File: src/cfp_pkg.sv
package cfp_pkg;

    // Result codes carried on the result channel
    typedef enum logic [2:0] {
        RC_RTM       = 3'd0,
        RC_RFL       = 3'd1,
        RC_RID       = 3'd2,
        RC_RHL       = 3'd3,
        RC_RPR       = 3'd4,
        RC_UNKNOWN   = 3'd5,
        RC_NONLETTER = 3'd6,
        RC_TOOLONG   = 3'd7
    } t_result;

    // Configuration register indexes
    typedef enum logic [1:0] {
        CFG_START_BYTE = 2'd0,
        CFG_END_BYTE   = 2'd1,
        CFG_MAX_LENGTH = 2'd2,
        CFG_UNUSED     = 2'd3
    } t_cfg_index;

    localparam logic [7:0] START_BYTE_RST = 8'h3A;
    localparam logic [7:0] END_BYTE_RST   = 8'h3B;
    localparam logic [7:0] MAX_LENGTH_RST = 8'd104;

    // Command letters
    localparam logic [7:0] CH_R = 8'h52;
    localparam logic [7:0] CH_T = 8'h54;
    localparam logic [7:0] CH_M = 8'h4D;
    localparam logic [7:0] CH_F = 8'h46;
    localparam logic [7:0] CH_L = 8'h4C;
    localparam logic [7:0] CH_I = 8'h49;
    localparam logic [7:0] CH_D = 8'h44;
    localparam logic [7:0] CH_H = 8'h48;
    localparam logic [7:0] CH_P = 8'h50;

    localparam logic [7:0] CH_UPPER_A = 8'h41;
    localparam logic [7:0] CH_UPPER_Z = 8'h5A;
    localparam logic [7:0] CH_LOWER_A = 8'h61;
    localparam logic [7:0] CH_LOWER_Z = 8'h7A;

endpackage

File: src/command_frame_parser_top.sv
// Command frame parser.
// Input channel: one received byte per request on i_rx_byte, handshake
// i_rx_valid / o_rx_ready. Result channel: result code and the three kept
// command bytes, handshake o_res_valid / i_res_ready. A result appears only
// for a byte that ends a frame or makes it too long; other bytes give none.
// Configuration: write i_cfg_data to register i_cfg_index (0 start byte,
// 1 end byte, 2 max length) on any edge with i_cfg_we high, while idle.
// A result is valid in the cycle after its byte is accepted.
// One byte per cycle while o_rx_ready is high; the frame state is updated in the cycle
// a byte is accepted and the result lands in a single output register.
// When the receiver stalls, the result register holds and o_rx_ready drops
// only while a result waits and i_res_ready is low; a byte that gives no
// result is never blocked by anything but that waiting result.
// Reset (synchronous, active low): closes any frame, clears the length
// count and command bytes, restores the register defaults (':' ';' 104)
// and empties the result register.
module command_frame_parser_top
    import cfp_pkg::*;
(
    input  logic       i_clk,
    input  logic       i_rst_n,
    input  logic       i_cfg_we,
    input  logic [1:0] i_cfg_index,
    input  logic [7:0] i_cfg_data,
    input  logic       i_rx_valid,
    output logic       o_rx_ready,
    input  logic [7:0] i_rx_byte,
    output logic       o_res_valid,
    input  logic       i_res_ready,
    output logic [2:0] o_result_code,
    output logic [7:0] o_cmd_first,
    output logic [7:0] o_cmd_second,
    output logic [7:0] o_cmd_third
);

    logic [7:0] r_start_byte, r_end_byte, r_max_length;
    logic       r_in_frame, n_in_frame;
    logic [7:0] r_count, n_count;
    logic [7:0] r_cmd [3];
    logic [7:0] n_cmd [3];
    logic       r_res_valid;
    t_result    r_result, n_result;
    logic [7:0] r_echo [3];
    logic       n_emit;
    logic       accept;
    logic       open_now;
    logic [8:0] count_inc;
    logic       all_letters;

    function automatic logic is_letter(input logic [7:0] c);
        return (c >= CH_UPPER_A && c <= CH_UPPER_Z) ||
               (c >= CH_LOWER_A && c <= CH_LOWER_Z);
    endfunction

    assign accept     = i_rx_valid && o_rx_ready;
    assign o_rx_ready = !r_res_valid || i_res_ready;

    // Next frame state and result for the byte at the input
    always_comb begin
        n_in_frame = r_in_frame;
        n_count    = r_count;
        n_cmd      = r_cmd;
        n_emit     = 1'b0;
        n_result   = RC_UNKNOWN;
        open_now   = r_in_frame || (i_rx_byte == r_start_byte);
        count_inc  = 9'd0;
        all_letters = 1'b0;
        if (open_now) begin
            if (i_rx_byte == r_start_byte) begin
                n_count = 8'd0;
            end
            // keep command bytes at positions 1 to 3
            case (n_count)
                8'd1:    n_cmd[0] = i_rx_byte;
                8'd2:    n_cmd[1] = i_rx_byte;
                8'd3:    n_cmd[2] = i_rx_byte;
                default: ;
            endcase
            count_inc = {1'b0, n_count} + 9'd1;
            all_letters = is_letter(n_cmd[0]) && is_letter(n_cmd[1]) &&
                          is_letter(n_cmd[2]);
            n_in_frame = 1'b1;
            if (count_inc > {1'b0, r_max_length}) begin
                n_in_frame = 1'b0;
                n_count    = 8'd0;
                n_emit     = 1'b1;
                n_result   = RC_TOOLONG;
            end else if (i_rx_byte == r_end_byte) begin
                n_in_frame = 1'b0;
                n_count    = 8'd0;
                n_emit     = 1'b1;
                if (!all_letters) begin
                    n_result = RC_NONLETTER;
                end else if (n_cmd[0] != CH_R) begin
                    n_result = RC_UNKNOWN;
                end else if (n_cmd[1] == CH_T && n_cmd[2] == CH_M) begin
                    n_result = RC_RTM;
                end else if (n_cmd[1] == CH_F && n_cmd[2] == CH_L) begin
                    n_result = RC_RFL;
                end else if (n_cmd[1] == CH_I && n_cmd[2] == CH_D) begin
                    n_result = RC_RID;
                end else if (n_cmd[1] == CH_H && n_cmd[2] == CH_L) begin
                    n_result = RC_RHL;
                end else if (n_cmd[1] == CH_P && n_cmd[2] == CH_R) begin
                    n_result = RC_RPR;
                end
            end else begin
                n_count = count_inc[7:0];
            end
        end
    end

    // Configuration registers
    always_ff @(posedge i_clk) begin
        if (!i_rst_n) begin
            r_start_byte <= START_BYTE_RST;
            r_end_byte   <= END_BYTE_RST;
            r_max_length <= MAX_LENGTH_RST;
        end else if (i_cfg_we) begin
            unique case (t_cfg_index'(i_cfg_index))
                CFG_START_BYTE: r_start_byte <= i_cfg_data;
                CFG_END_BYTE:   r_end_byte   <= i_cfg_data;
                CFG_MAX_LENGTH: r_max_length <= i_cfg_data;
                default: ;
            endcase
        end
    end

    // Frame state: advance on each accepted byte
    always_ff @(posedge i_clk) begin
        if (!i_rst_n) begin
            r_in_frame <= 1'b0;
            r_count    <= 8'd0;
            r_cmd[0]   <= 8'd0;
            r_cmd[1]   <= 8'd0;
            r_cmd[2]   <= 8'd0;
        end else if (accept) begin
            r_in_frame <= n_in_frame;
            r_count    <= n_count;
            r_cmd      <= n_cmd;
        end
    end

    // Result register: load on a result, drop once taken
    always_ff @(posedge i_clk) begin
        if (!i_rst_n) begin
            r_res_valid <= 1'b0;
        end else if (accept && n_emit) begin
            r_res_valid <= 1'b1;
        end else if (i_res_ready) begin
            r_res_valid <= 1'b0;
        end
    end

    always_ff @(posedge i_clk) begin
        if (accept && n_emit) begin
            r_result <= n_result;
            r_echo   <= n_cmd;
        end
    end

    assign o_res_valid   = r_res_valid;
    assign o_result_code = r_result;
    assign o_cmd_first   = r_echo[0];
    assign o_cmd_second  = r_echo[1];
    assign o_cmd_third   = r_echo[2];

endmodule

File: config.mk
export PLATFORM = sky130hd
export DESIGN_NAME = command_frame_parser_top
export DESIGN_NICKNAME = d
export VERILOG_FILES = /design/src/cfp_pkg.sv /design/src/command_frame_parser_top.sv
export SDC_FILE = /design/constraint.sdc
export NUM_CORES = 1
export LEC_CHECK = 0
export ABC_AREA = 0
export BUFFER_PORTS_ARGS = -buffer_cell sky130_fd_sc_hd__buf_2
export CAP_MARGIN = 20
export CORE_ASPECT_RATIO = 2
export CORE_UTILIZATION = 30
export CTS_CLUSTER_DIAMETER = 30
export DETAILED_ROUTE_END_ITERATION = 6
export PLACE_DENSITY = 0.58
export SYNTH_ARGS = -nofsm -noshare
export SYNTH_HDL_FRONTEND = slang
export SYNTH_SLANG_ARGS = --single-unit
File: constraint.sdc
create_clock -name i_clk -period 6.6 [get_ports i_clk]
set_clock_uncertainty 0.15 [all_clocks]
set_input_delay 0.33 -clock i_clk [delete_from_list [all_inputs] [get_ports i_clk]]
set_output_delay 0.33 -clock i_clk [all_outputs]
set_load 0.03 [all_outputs]
==> impl_metrics.yaml <==
global_routing:
  grt_max_degree: 59
  overflow: 0
  grt_pass1_vias: 3817
  grt_pass1_wl_um: 21700
  antenna_found_initial: 0
  grt_use_total: 0.184
setup_path:
  cp.arrival_ns: 4.33
  r2r-start: "r_start_byte[1]"
  crit_type: "flip-flop to flip-flop"
  worst_r2r_endpoint: "o_cmd_third[2]"
  startpoint_type: "flip-flop"
  r2r_slack_ns: 2.08
  cp_max_fo: 27
  cp-end-kind: "flip-flop"
  rr_worst_depth: 15
  crit_required_ns: 6.42
route:
  vias: 3743
  drc: 0
  vias_per_cell: 5.17
  wl_per_cell_um: 19.3
  drtPass1Iterations: 4
  drtIter0Drc: 323
  drt_wl_total_um: 14000
  ant_nets: 0
finish:
  layout_common_cells: "dfxtp_1, buf_2, nor2b_1"
  diodes: 0
  finalNetCount: 555
  design_area_um2: 5400
  syn_to_final_growth_pct: 15.7
  drive_above_1_share: 0.202
  fillCellCount: 1596
  layout_commonest_cell: "dfxtp_1"
yosys:
  syn-instance-count: 479
  yosysWarnings: 0
  seq_area_frac_synth: 0.422
  synth_edf_count: 27
  async_reset_ff_frac: 0
  yosys_register_bits: 85
  synthesis.nets: 513
  netlist_area_um2: 4670
  synthFlopType: "dfxtp_1"
  synthDistinctLibCells: 61
  avgSynthCellArea_um2: 9.75
status:
  status: "finished, final reports clean"
clocking:
  cts_root_buf: "clkbuf_16"
  cts_hold_buffers: 0
  cts_htree_levels: 3
  postCtsResizedCells: 0
  cts_tree: "built"
  numCtsBuffers: 9
  clockBufferDepth: 2
  path_clk_slew_ns: 0.06
  clock_latency_ns: 0.35
  cts_sinks: 85
  postCtsSetupRepairBufs: 0
floorplanning:
  die_h_um: 178
  rows: 64
  start_util: 0.307
  coreArea_um2: 15200
  dieArea_um2: 16100
  die_w_um: 90.2
  io_pins: 52
hold_path:
  whs_endpoint: "r_end_byte[0]"
  min_path_cells: 3
  worstHoldPathType: "input pin to flip-flop"
  hp-start: "i_cfg_data[0]"
sta:
  rsz0062_at_grt: "no"
  tns_ns: 0
  timing.fmax_ghz: 0.221
  slew_viol_final: 0
  timing.final.crit_share: 0.684
  period_needed_ns: 4.52
  max-slew-margin-rel: 0.336
  setup_viol: 0
  worstMarginPinSlew_ns: 0.995
  hold_violations: 0
job:
  drv_cap: 0
place:
  gp_congestion: 0.979
  placed_area_um2: 5090
  io_buffers: 51
  hpwl_um: 10900
pwr:
  p_total_w: 0.00113
  peakVddDrop_mv: 0.147
  p_leak_nw: 2.22
  powerDensity_nw_per_um2: 209
==> worst max-delay path, cell delays in order (launching register included) <==
cell	delay, ns
dfxtp_1	0.35
xnor2_1	0.12
nand4_1	0.27
nor2_1	0.50
nor2b_1	0.18
ha_1	0.45
nand3_1	0.20
xor2_1	0.16
nor2_1	0.07
ha_1	0.31
nand4_1	0.10
o22ai_1	0.09
o21bai_1	0.20
nand3b_1	0.14
nand2_1	0.08
inv_1	0.75
==> stage by stage <==
stage / setup WS (ns) / hold slack (ns) / std cells / util
after floorplan: 2.68 / 0.304 / 479 / -
after global placement: 1.95 / 0.322 / 708 / 0.335
after detailed placement: 1.79 / 0.326 / 708 / 0.335
after CTS: 2.05 / 0.103 / 724 / 0.355
after global routing: 1.64 / 0.114 / 724 / 0.355
final: 2.08 / 0.115 / 724 / 0.355
==> power by group <==
part / internal (W) / switching [W] / leakage [nW] / total, W
Sequential: 0.000541 / 0.00000362 / 0.741 / 0.000545
Combinational: 0.0000250 / 0.0000365 / 1.33 / 0.0000615
Clock: 0.000316 / 0.000206 / 0.154 / 0.000522
==> flip-flops by register name, indices dropped and copies added (netlist names) <==
register       cells
o_result_code      3
r_start_byte       8
o_cmd_first        8
r_max_length       8
r_count            8
o_cmd_third        8
o_res_valid        1
o_cmd_second       8
r_in_frame         1
r_end_byte         8
r_cmd             24
==> cells by family after synthesis <==
logic type,after synthesis,share of synthesized area
simple gates,186,0.221
buf+inv,35,0.0308
flops,85,0.422
fa+ha+maj,11,0.0295
compound gates,75,0.107
mux,65,0.146
xor+xnor,22,0.0429
==> synthesized netlist by cell type (5+ instances only) <==
cell type,number,area share
nor3b_1,6,0.0096
a21oi_1,15,0.016
ha_1,11,0.029
xor2_1,5,0.0094
a22oi_1,10,0.016
nand2b_1,9,0.012
nor3_1,7,0.0075
nand4_1,7,0.0094
dfxtp_1,58,0.25
nor2b_1,46,0.062
nand3_1,15,0.016
edfxtp_1,27,0.17
mux2i_1,40,0.086
xnor2_1,16,0.030
nor2_1,23,0.018
o21ai_0,16,0.017
nand2_1,43,0.035
inv_1,13,0.010
clkbuf_1,15,0.012
mux2_2,25,0.060
==> final cells by class <==
cell class	instances	area, µm²	share of cell area
multi-input cells	359	2550	0.473
flip-flops and latches	85	1970	0.365
repair buffers	53	270	0.0500
clock buffers	12	256	0.0475
well taps	198	248	0.0459
clock inverters	4	53.8	0.00996
inverters	13	48.8	0.00903
==> worst max path at each step <==
stage                           to  cells after the start  slack [ns]       startpoint
floorplan           o_cmd_first[0]                     17        2.68     i_rx_byte[7]
global placement    o_cmd_third[5]                     16        1.95     i_rx_byte[4]
detailed placement  o_cmd_third[5]                     16        1.79     i_rx_byte[0]
CTS                 o_cmd_third[3]                     15        2.05  r_start_byte[1]
global route        o_cmd_third[4]                     15        1.64  r_start_byte[0]
finish              o_cmd_third[2]                     15        2.08  r_start_byte[1]
==> metal layers <==
layer / part of all wire / up-vias / track usage
met5: 0 / - / 0
met4: 0.056 / 0 / 0.127
met3: 0.029 / 43 / 0.0341
met2: 0.57 / 115 / 0.364
met1: 0.34 / 1782 / 0.164
li1: - / 1803 / -
Note: power is estimated with default switching activity, not from simulation.
